<file path="src/hdl/ssl_pkg.sv">
// Shared types, codes and constants for the seven-segment link sequencer.
// No dependencies; used by ssl_bit_shifter and seven_segment_link_sequencer.
package ssl_pkg;

   localparam logic [2:0] ACT_DIGIT  = 3'd0;
   localparam logic [2:0] ACT_RAW    = 3'd1;
   localparam logic [2:0] ACT_COLON  = 3'd2;
   localparam logic [2:0] ACT_ENABLE = 3'd3;
   localparam logic [2:0] ACT_BRIGHT = 3'd4;

   localparam logic [1:0] SYM_START = 2'd0;
   localparam logic [1:0] SYM_DATA  = 2'd1;
   localparam logic [1:0] SYM_ACK   = 2'd2;
   localparam logic [1:0] SYM_STOP  = 2'd3;

   localparam logic [7:0] CMD_DATA       = 8'h40;
   localparam logic [7:0] CMD_FIXED_ADDR = 8'h04;
   localparam logic [7:0] CMD_ADDRESS    = 8'hC0;
   localparam logic [7:0] CMD_CONTROL    = 8'h80;
   localparam logic [7:0] CTRL_ON        = 8'h08;
   localparam logic [2:0] BRIGHT_MAX     = 3'd7;
   localparam logic [7:0] COLON_BIT      = 8'h80;

   localparam logic [3:0] ACK_COUNT = 4'd8;

   typedef struct packed {
      logic load;
      logic step;
   } ser_ctrl_type;

   typedef struct packed {
      logic ack_slot;
      logic bit_value;
   } ser_stat_type;

   function automatic logic [7:0] seg_lookup(input logic [7:0] digit);
      logic [7:0] seg;
      unique case (digit)
         8'd0:    seg = 8'h3F;
         8'd1:    seg = 8'h06;
         8'd2:    seg = 8'h5B;
         8'd3:    seg = 8'h4F;
         8'd4:    seg = 8'h66;
         8'd5:    seg = 8'h6D;
         8'd6:    seg = 8'h7D;
         8'd7:    seg = 8'h07;
         8'd8:    seg = 8'h7F;
         8'd9:    seg = 8'h6F;
         default: seg = 8'h00;
      endcase
      return seg;
   endfunction

endpackage

</file>
<file path="src/hdl/ssl_bit_shifter.sv">
// Byte serialiser: shifts one byte out LSB first, then flags the ack slot.
// Depends on ssl_pkg.
module ssl_bit_shifter
   import ssl_pkg::*;
(
   input  logic         clock,
   input  logic         reset,
   input  ser_ctrl_type ctrl,
   input  logic [7:0]   load_byte,
   output ser_stat_type stat
);

   logic [7:0] shift_ff, shift_in;
   logic [3:0] count_ff, count_in;

   always_comb begin
      shift_in = shift_ff;
      count_in = count_ff;
      if (ctrl.load) begin
         shift_in = load_byte;
         count_in = '0;
      end else if (ctrl.step) begin
         shift_in = {1'b0, shift_ff[7:1]};
         count_in = count_ff + 4'd1;
      end
   end

   always_ff @(posedge clock) begin
      shift_ff <= shift_in;
      if (reset) begin
         count_ff <= '0;
      end else begin
         count_ff <= count_in;
      end
   end

   assign stat.bit_value = shift_ff[0];
   assign stat.ack_slot  = (count_ff == ACK_COUNT);

endmodule

</file>
<file path="src/hdl/seven_segment_link_sequencer.sv">
// Top level of the seven-segment link sequencer: request decode, frame sequencing
// and registered symbol output. Depends on ssl_pkg and ssl_bit_shifter.
//
// Each request becomes a stream of link symbols, one symbol per cycle while the
// consumer keeps rsp_tready high. Digit, raw segment and colon requests give 31
// symbols (a command frame, then an address and segment frame); display enable
// and brightness requests give 11 symbols (one control frame). A request is taken
// only while the sequencer is idle, so it takes no new request until every symbol of
// the current one has been issued. Reserved action codes are taken and produce nothing.
module seven_segment_link_sequencer
   import ssl_pkg::*;
#(
   parameter int DIGIT_COUNT = 4
) (
   input  logic        clock,
   input  logic        reset,
   input  logic        req_tvalid,
   output logic        req_tready,
   input  logic [15:0] req_tdata,  // action[2:0], position[4:3], value[12:5], zero
   output logic        rsp_tvalid,
   input  logic        rsp_tready,
   output logic [7:0]  rsp_tdata,  // symbol_kind[1:0], bit_value[2], zero
   output logic        rsp_tlast
);

   typedef enum logic [1:0] {ST_IDLE, ST_START, ST_BYTE, ST_STOP} state_type;

   state_type    state_ff, state_in;
   logic         seg_mode_ff, seg_mode_in;
   logic         frame_ff, frame_in;
   logic         byte_sel_ff, byte_sel_in;
   logic [7:0]   byte_a_ff, byte_a_in;
   logic [7:0]   byte_b_ff, byte_b_in;
   logic [7:0]   byte_c_ff, byte_c_in;
   logic         display_on_ff, display_on_in;
   logic [2:0]   bright_ff, bright_in;
   logic [7:0]   colon_ff, colon_in;
   logic         rsp_valid_ff, rsp_valid_in;
   logic [2:0]   rsp_data_ff, rsp_data_in;
   logic         rsp_last_ff, rsp_last_in;

   logic [2:0]   act;
   logic [1:0]   pos;
   logic [7:0]   val;
   logic [7:0]   digit_seg;
   logic [1:0]   seg_pos;
   logic [1:0]   seg_addr;
   logic [7:0]   seg_byte;
   logic         seg_go;
   logic         cfg_go;
   logic         cfg_on;
   logic [2:0]   cfg_bright;
   logic         adv;
   logic         emit;
   logic [1:0]   emit_kind;
   logic         emit_bit;
   logic         emit_last;
   logic [7:0]   load_byte;
   ser_ctrl_type ser_ctrl;
   ser_stat_type ser_stat;

   ssl_bit_shifter u_shifter (
      .clock     (clock),
      .reset     (reset),
      .ctrl      (ser_ctrl),
      .load_byte (load_byte),
      .stat      (ser_stat)
   );

   assign act = req_tdata[2:0];
   assign pos = req_tdata[4:3];
   assign val = req_tdata[12:5];
   assign digit_seg = seg_lookup(val);
   assign adv = !rsp_valid_ff || rsp_tready;
   assign seg_addr = ({2'b00, seg_pos} >= 4'(DIGIT_COUNT)) ?
                     (seg_pos - 2'(DIGIT_COUNT)) : seg_pos;

   always_comb begin
      display_on_in = display_on_ff;
      bright_in     = bright_ff;
      colon_in      = colon_ff;
      seg_pos       = pos;
      seg_byte      = val;
      seg_go        = 1'b0;
      cfg_go        = 1'b0;
      cfg_on        = display_on_ff;
      cfg_bright    = bright_ff;
      unique case (act)
         ACT_DIGIT: begin
            seg_go = 1'b1;
            seg_byte = digit_seg;
            if (pos == 2'd1) begin
               seg_byte = digit_seg | (colon_ff & COLON_BIT);
               colon_in = seg_byte;
            end
         end
         ACT_RAW: begin
            seg_go = 1'b1;
         end
         ACT_COLON: begin
            seg_go = 1'b1;
            seg_pos = 2'd1;
            seg_byte = {(val != 8'd0), colon_ff[6:0]};
            colon_in = seg_byte;
         end
         ACT_ENABLE: begin
            cfg_go = 1'b1;
            cfg_on = (val != 8'd0);
            display_on_in = cfg_on;
         end
         ACT_BRIGHT: begin
            cfg_go = 1'b1;
            cfg_bright = (val > 8'(BRIGHT_MAX)) ? BRIGHT_MAX : val[2:0];
            bright_in = cfg_bright;
         end
         default: begin
         end
      endcase
   end

   always_comb begin
      state_in     = state_ff;
      seg_mode_in  = seg_mode_ff;
      frame_in     = frame_ff;
      byte_sel_in  = byte_sel_ff;
      byte_a_in    = byte_a_ff;
      byte_b_in    = byte_b_ff;
      byte_c_in    = byte_c_ff;
      ser_ctrl     = '0;
      load_byte    = frame_ff ? byte_b_ff : byte_a_ff;
      emit         = 1'b0;
      emit_kind    = SYM_START;
      emit_bit     = 1'b0;
      emit_last    = 1'b0;
      unique case (state_ff)
         ST_IDLE: begin
            if (req_tvalid && (seg_go || cfg_go)) begin
               state_in    = ST_START;
               seg_mode_in = seg_go;
               frame_in    = 1'b0;
               byte_a_in   = seg_go ? (CMD_DATA | CMD_FIXED_ADDR) :
                             (CMD_CONTROL | (cfg_on ? CTRL_ON : 8'h00) |
                              {5'b0, cfg_bright});
               byte_b_in   = CMD_ADDRESS | {6'b0, seg_addr};
               byte_c_in   = seg_byte;
            end
         end
         ST_START: begin
            if (adv) begin
               emit          = 1'b1;
               emit_kind     = SYM_START;
               ser_ctrl.load = 1'b1;
               byte_sel_in   = 1'b0;
               state_in      = ST_BYTE;
            end
         end
         ST_BYTE: begin
            load_byte = byte_c_ff;
            if (adv) begin
               emit      = 1'b1;
               emit_kind = ser_stat.ack_slot ? SYM_ACK : SYM_DATA;
               emit_bit  = !ser_stat.ack_slot && ser_stat.bit_value;
               if (!ser_stat.ack_slot) begin
                  ser_ctrl.step = 1'b1;
               end else if (seg_mode_ff && frame_ff && !byte_sel_ff) begin
                  ser_ctrl.load = 1'b1;
                  byte_sel_in   = 1'b1;
               end else begin
                  state_in = ST_STOP;
               end
            end
         end
         ST_STOP: begin
            if (adv) begin
               emit      = 1'b1;
               emit_kind = SYM_STOP;
               emit_last = !seg_mode_ff || frame_ff;
               if (emit_last) begin
                  state_in = ST_IDLE;
               end else begin
                  frame_in = 1'b1;
                  state_in = ST_START;
               end
            end
         end
         default: begin
            state_in = ST_IDLE;
         end
      endcase
   end

   always_comb begin
      rsp_valid_in = rsp_valid_ff;
      rsp_data_in  = rsp_data_ff;
      rsp_last_in  = rsp_last_ff;
      if (emit) begin
         rsp_valid_in = 1'b1;
         rsp_data_in  = {emit_bit, emit_kind};
         rsp_last_in  = emit_last;
      end else if (rsp_tready) begin
         rsp_valid_in = 1'b0;
      end
   end

   always_ff @(posedge clock) begin
      byte_a_ff   <= byte_a_in;
      byte_b_ff   <= byte_b_in;
      byte_c_ff   <= byte_c_in;
      rsp_data_ff <= rsp_data_in;
      rsp_last_ff <= rsp_last_in;
      if (reset) begin
         state_ff      <= ST_IDLE;
         seg_mode_ff   <= 1'b0;
         frame_ff      <= 1'b0;
         byte_sel_ff   <= 1'b0;
         display_on_ff <= 1'b1;
         bright_ff     <= BRIGHT_MAX;
         colon_ff      <= 8'hFF;
         rsp_valid_ff  <= 1'b0;
      end else begin
         state_ff      <= state_in;
         seg_mode_ff   <= seg_mode_in;
         frame_ff      <= frame_in;
         byte_sel_ff   <= byte_sel_in;
         rsp_valid_ff  <= rsp_valid_in;
         if (state_ff == ST_IDLE && req_tvalid) begin
            display_on_ff <= display_on_in;
            bright_ff     <= bright_in;
            colon_ff      <= colon_in;
         end
      end
   end

   assign req_tready = (state_ff == ST_IDLE);
   assign rsp_tvalid = rsp_valid_ff;
   assign rsp_tdata  = {5'b0, rsp_data_ff};
   assign rsp_tlast  = rsp_last_ff;

   a_last_on_stop: assert property (@(posedge clock) disable iff (reset)
      rsp_tvalid && rsp_tlast |-> rsp_tdata[1:0] == SYM_STOP)
      else $error("last flag on a symbol other than stop");

   a_start_then_byte: assert property (@(posedge clock) disable iff (reset)
      rsp_tvalid && rsp_tdata[1:0] == SYM_START |-> state_ff == ST_BYTE)
      else $error("start symbol pending outside byte phase");

   a_accept_starts: assert property (@(posedge clock) disable iff (reset)
      req_tvalid && req_tready && (act == ACT_DIGIT || act == ACT_RAW ||
      act == ACT_COLON || act == ACT_ENABLE || act == ACT_BRIGHT)
      |=> state_ff == ST_START)
      else $error("accepted request did not open a frame");

endmodule
</file>
<file path="config.mk">
export PLATFORM = sky130hd
export DESIGN_NAME = seven_segment_link_sequencer
export DESIGN_NICKNAME = d
export VERILOG_FILES = /design/src/hdl/ssl_pkg.sv /design/src/hdl/ssl_bit_shifter.sv /design/src/hdl/seven_segment_link_sequencer.sv
export SDC_FILE = /design/constraint.sdc
export NUM_CORES = 1
export LEC_CHECK = 0
export ABC_AREA = 0
export BUFFER_PORTS_ARGS = -buffer_cell sky130_fd_sc_hd__buf_2
export CAP_MARGIN = 20
export CORE_ASPECT_RATIO = 1.1
export CORE_UTILIZATION = 54
export CTS_BUF_LIST = sky130_fd_sc_hd__clkbuf_8
export DETAILED_ROUTE_END_ITERATION = 8
export MAX_ROUTING_LAYER = met4
export PLACE_DENSITY = 0.78
export SYNTH_ARGS = -nofsm -noshare
export SYNTH_HDL_FRONTEND = slang
export SYNTH_SLANG_ARGS = --single-unit
</file>
<file path="constraint.sdc">
create_clock -name clock -period 2.06 [get_ports clock]
set_input_delay 0.412 -clock clock [delete_from_list [all_inputs] [get_ports clock]]
set_output_delay 0.412 -clock clock [all_outputs]
set_load 0.02 [all_outputs]
</file>
After elaboration in Yosys (flattened, before gate mapping)
Memory sizes are Yosys's and may differ from the RTL's.
Index checks and enable logic that the tools add are counted.
Widths: inputs -> output; s select.
{ "totals": {"reg_bits": 52, "ram_bits": 0, "elab_cells": 120, "in_bits": 20, "latchBits": 0, "memories": 1, "mem_bits_ro": 112} }
{ "memory_table": {"columns": ["name", "depth", "word_bits", "read_ports", "rd_clocked_by_memory_dff", "write_ports", "line_no", "text"], "rows": [
  ["(no name shown)", 16, 7, 1, 0, 0, "ssl_pkg.sv:38", "unique case (digit)"]
]} }
{ "op_classes": {"n_reduce_logical": 33, "muxes": 46, "addsub": 1, "order_cmp": 1, "mul": 0, "eq_ne": 18, "bitwise_logic": 3, "div_mod_pow": 0, "shifts": 0} }
{ "op_table": {"columns": ["op", "count"], "rows": [
  ["$mux 8", 7],
  ["$pmux 8 s2", 2],
  ["$mux 2", 10],
  ["$mux 1", 19],
  ["$ne 2x2->1 const B", 8],
  ["$reduce_bool 2->1", 5],
  ["$gt 8x3->1 const B", 1],
  ["$or 8x3->8", 1],
  ["$or 8x8->8", 1],
  ["$pmux 2 s4", 1],
  ["$reduce_and 4->1", 2],
  ["$reduce_bool 8->1", 1],
  ["$eq 3x2->1 const B", 2],
  ["$mux 3", 2],
  ["$pmux 1 s2", 3],
  ["$reduce_and 2->1", 3],
  ["$reduce_and 6->1", 1],
  ["$reduce_or 3->1", 2],
  ["$logic_and 1x1->1", 5],
  ["$reduce_and 5->1", 1],
  ["$add 4x1->4 const B", 1],
  ["$eq 2x1->1 const B", 2],
  ["$eq 2x2->1 const B", 2],
  ["$eq 4x4->1 const B", 1],
  ["other kinds (13)", 19]
]} }

Depth between registers and ports, before layout
{ "depth": {"word_depth": 8, "depth_mapped": 7, "depth_no_buf": 6} }

Cells and area by module
A second synthesis with hierarchy kept.
{ "unflattened": {"hier_cells": 280, "hier_area_um2": 2731.4} }
{ "modules_own_cells": {"columns": ["mod", "cells_per_inst", "n_inst", "area_per_inst_um2", "seq_area_each_um2"], "rows": [
  ["seven_segment_link_sequencer", 239, 1, 2143.3, 960.9],
  ["ssl_bit_shifter", 41, 1, 588.1, 320.3]
]} }

Worst setup path before layout
Ideal clock, no wire load.
{ "synth_timing": {"kind": "reg2reg", "startpoint": "register state_ff[0]", "endpoint": "register u_shifter.shift_ff[0], enable pin", "stages_incl_launch_ff": 8, "arrival_time_ps": 1703, "slack_ps": 22, "path_buffers": 1, "path_cell_list": "dfxtp_1 inv_1 ha_1 and4b_1 and2_1 o211a_1 buf_2 nand2b_1"} }
{ "synth_via": {"elab_chain_len": 3, "elab_cells_between_ends": 5} }
{ "synth_lines": {"columns": ["element", "line_no", "text"], "rows": [
  ["start, declared", "seven_segment_link_sequencer.sv:28", "state_type state_ff, state_in;"],
  ["start signal, assigned", "seven_segment_link_sequencer.sv:221", "state_ff <= state_in;"],
  ["$eq 2x2->1 or $eq 2x1->1 (tied branches)", "seven_segment_link_sequencer.sv:135", "unique case (state_ff)"],
  ["$pmux 1 s2 or $mux 1 (tied branches)", "seven_segment_link_sequencer.sv:135", null],
  ["$reduce_bool 2->1 (no source line) (*)", null, null],
  ["end signal, assigned", "ssl_bit_shifter.sv:29", "shift_ff <= shift_in;"],
  ["end, declared", "ssl_bit_shifter.sv:13", "logic [7:0] shift_ff, shift_in;"]
]} }
Mark *: on every way between the ends. The rest lies on a longest branch, timed or not.
A chain may end at the register's enable or synchronous reset.

Final worst setup path
{ "layout_timing": {"startpoint": "register state_ff[0]", "endpoint": "register u_shifter.shift_ff[1], enable pin"} }
The elaborated chain is that of the path after synthesis.

==> run summary <==
Averaged over all synthesized cells, the footprint is 9.90 sq um. After floorplanning, the core was divided into 26 placement rows. The worst setup path is captured at a flip-flop. The met3 layer wire length in the routed design came out at 187 microns. Setup repair after global routing left no endpoint under its margin. In this run, synthesis inferred 28 flip-flops with an integrated enable. The number of buffer cells added on primary ports came out at 22.

The sum of routed wire segments on met1 is 2270 microns. The number of gates resized after CTS was 1. The distinct cell type count after synthesis came out at 49. The layout overhead on the synthesized area is 12.2%.

The placer's final routability congestion estimate is 0.860. The clock tree skew after final layout came out at 7.02 ps. The I/O pin total came out at 31.

In this run the power density over the cells is 973 nW/um^2. The number of hold buffers added after CTS is 0. The total setup violations reported at the end of the flow is 0. In this run the worst path has a maximum fanout of 8. The run finished with clean final reports. Headroom to the max-slew limit came out at 64.3%. The setup path with the least slack is of type flip-flop to flip-flop. In the finished design, the share of the clock period the worst path needs comes to 93.6%. For this run, the leading register cell type out of synthesis is edfxtp_1. The total of max-cap violations is 0. The count of yosys warnings during synthesis is 0. The highest layer touched by signal routing is met4. After legalization and detailed placement, the total HPWL measured 3790 microns.

The final instance count without filler cells is 354. The die boundary height is 75.4 microns. The repair_antennas step left the layout with diodes totalling 0. The routed via count came out at 1995.

The first global-routing pass estimated 8760 microns of wire. The first-pass detailed-route iteration total is 5. Wires add up to 5190 microns.

The post-CTS setup repair buffer count is 0. After synthesis the netlist holds a flip-flop and latch count of 50. The clock sink count is 50. The cell count after placement is 346. The fmax came out at 0.518 GHz. The routed via count divided by cell count is 5.64. The dominant cell type by area after synthesis is edfxtp_1. The arrival time of the worst setup path came out at 1970 ps. The path class of the tightest hold or removal check is primary input to flip-flop. The summed area of non-filler cells in the final layout is 2960 sq um. Clock-pin slew was measured on the worst setup and hold paths at 90 ps. The total congestion overflow came out at 0. The transition time at the pin with the least slew margin is 534 ps. The number of instances in the synthesized netlist is 267. Summed over all cells, the static leakage comes to 1.22 nW.

The total clock buffers created by CTS is 5. Cells with a size suffix above 1 make up 20.8% of the layout. The count of nets left with antenna violations after detail routing is 0.

The critical path starts at state_ff[0]. Wire segments on met2 add up to 2670 microns in the final route. In the routed design, unresolved DRC markers number 0. For this block, the initial DRC count from the detailed router was 126. The die area is 5180 sq um. The required time at the endpoint of the critical path came out at 2100 ps. IR analysis of the VDD net gives a maximum drop of 0.000448 V. At the later pin of the worst-skew pair, clock insertion delay measures 310 ps. The startpoint of the tightest hold check path is req_tdata[3]. The initial antenna violation count is 0.

Once the floorplan was initialized, standard cells occupied 56.4% of the core. The via count of the first global-routing pass was 1880. The final-report hold violation count came to 0. The die outline width came out at 68.7 microns. Entering global routing, the biggest net connects 18 pins. The routed length per placed instance came out at 14.6 microns. The filler cells instantiated in the layout total 402. The proportion of synthesized flip-flops having asynchronous set or reset is 0%.

The sum of internal, switching and leakage power is 2.88 mW. The synthesized netlist occupies a cell area of 2640 sq um. The CTS root buffer is clkbuf_8.

The commonest cells after synthesis are 28 x edfxtp_1, 25 x nand2_1, 22 x a21oi_1, 22 x dfxtp_1, 18 x o21ai_0. After the last flow step, the layout net total stands at 328. After layout, the minimum clock period comes to 1930 ps. The fraction of synthesized cell area taken by the top area cell type is 31.8%. TritonCTS built the clock tree. In this run the standard cell core region covers 4680 sq um. The total global-route track usage came out at 24.0%.

The max-slew violation total from the final report came out at 0. The share of the yosys chip area belonging to registers is 48.5%. The number of buffers between clock root and the deepest sink came out at 2.

CTS built an H-tree with a depth of 2. In the post-synthesis netlist, the cell with the most instances is edfxtp_1. In this run the critical register-to-register path is launched from state_ff[0].

The worst setup path is launched from a flip-flop. The standard cell area after detailed placement came out at 2850 sq um. By area the synthesized netlist is led by edfxtp_1 32%, dfxtp_1 17%, ha_1 5.2%.
worst paths after layout:
check	endpoint	cells after the start	slack, ps
hold / removal	byte_b_ff[0]	2	400
setup reg to reg	u_shifter.shift_ff[1]	6	130
setup / recovery	u_shifter.shift_ff[1]	6	130
hold reg to reg	colon_ff[3]	2	470
stage by stage:
step / hold WS (ps) / setup TNS [ps] / setup slack, ps / util [%]
2_1_floorplan: 430 / 0 / 22.2 / -
3_3_place_gp: 438 / 0 / 48.5 / 60.9
3_5_place_dp: 454 / -32.0 / -4.16 / 60.9
4_1_cts: 390 / 0 / 84.8 / 63.3
5_1_grt: 395 / 0 / 23.7 / 63.3
6_report: 401 / 0 / 131 / 63.3
critical path: stages, from the launching register on:
cell and delay (ps):
dfxtp_1 370, inv_1 90, ha_1 220, and4b_1 210
and2_1 170, o211a_2 310, nand2b_2 290
sequential cells by signal (all words and copies together) (netlist names), 2 cells and up:
register            cells
byte_c_ff               8
u_shifter.shift_ff      8
state_ff                2
bright_ff               3
u_shifter.count_ff      4
byte_a_ff               6
colon_ff                8
byte_b_ff               2
rsp_data_ff             3
power breakdown:
part | internal [mW] | switching (mW)
Sequential | 1.28 | 0.0566
Combinational | 0.347 | 0.511
Clock | 0.358 | 0.335
Total | 1.98 | 0.902
layout by cell type (no fill, tap or decap), types with 2 or more instances in the layout:
cell type and instances:
edfxtp_1 28, nand2_1 25, a21oi_1 22, dfxtp_1 22, buf_2 22, o21ai_0 18
inv_1 17, buf_4 17, nor2_1 14, ha_1 11, mux2i_1 9, nand3_1 7
o211ai_1 6, nor3_1 6, nand2b_1 5, mux2_2 5, conb_1 5, clkbuf_8 5
o32ai_1 4, a21boi_0 3, or3_1 3, a22o_1 3, and3_1 3, nor2b_1 2
a21o_1 2, and2_1 2, or2_2 2, o211a_1 2, o21ai_1 2, xnor2_1 2
o221a_2 2, clkinv_2 2
logic make-up (layout without fill, tap and decap cells):
family	after synthesis	in the layout	share of synthesized area (%)
AND/OR/NAND/NOR	80	80	15.8
AO/OA/AOI/OAI	72	72	17.5
flip-flops	50	50	48.5
buffers and inverters	37	64	6.68
multiplexers	14	14	5.54
adder cells (fa/ha/maj)	11	11	5.21
XOR/XNOR	2	2	0.663
other	1	5	0.142
routing by layer:
layer,global-route usage [%],vias up
li1,-,1006
met1,28.8,944
met2,41.0,39
met3,3.74,6
met4,8.16,0
met5,-,-
area by class of cell:
| class | count | area, sq um | share of cell area (%) |
|---|---|---|---|
| Sequential cell | 50 | 1280 | 43.2 |
| Multi-Input combinational cell | 184 | 1200 | 40.6 |
| Timing Repair Buffer | 39 | 238 | 8.02 |
| Tap cell | 56 | 70.1 | 2.36 |
| Clock buffer | 5 | 68.8 | 2.32 |
| Inverter | 17 | 63.8 | 2.15 |
| Clock inverter | 3 | 40.0 | 1.35 |
Power figures use the tool's default switching activity.
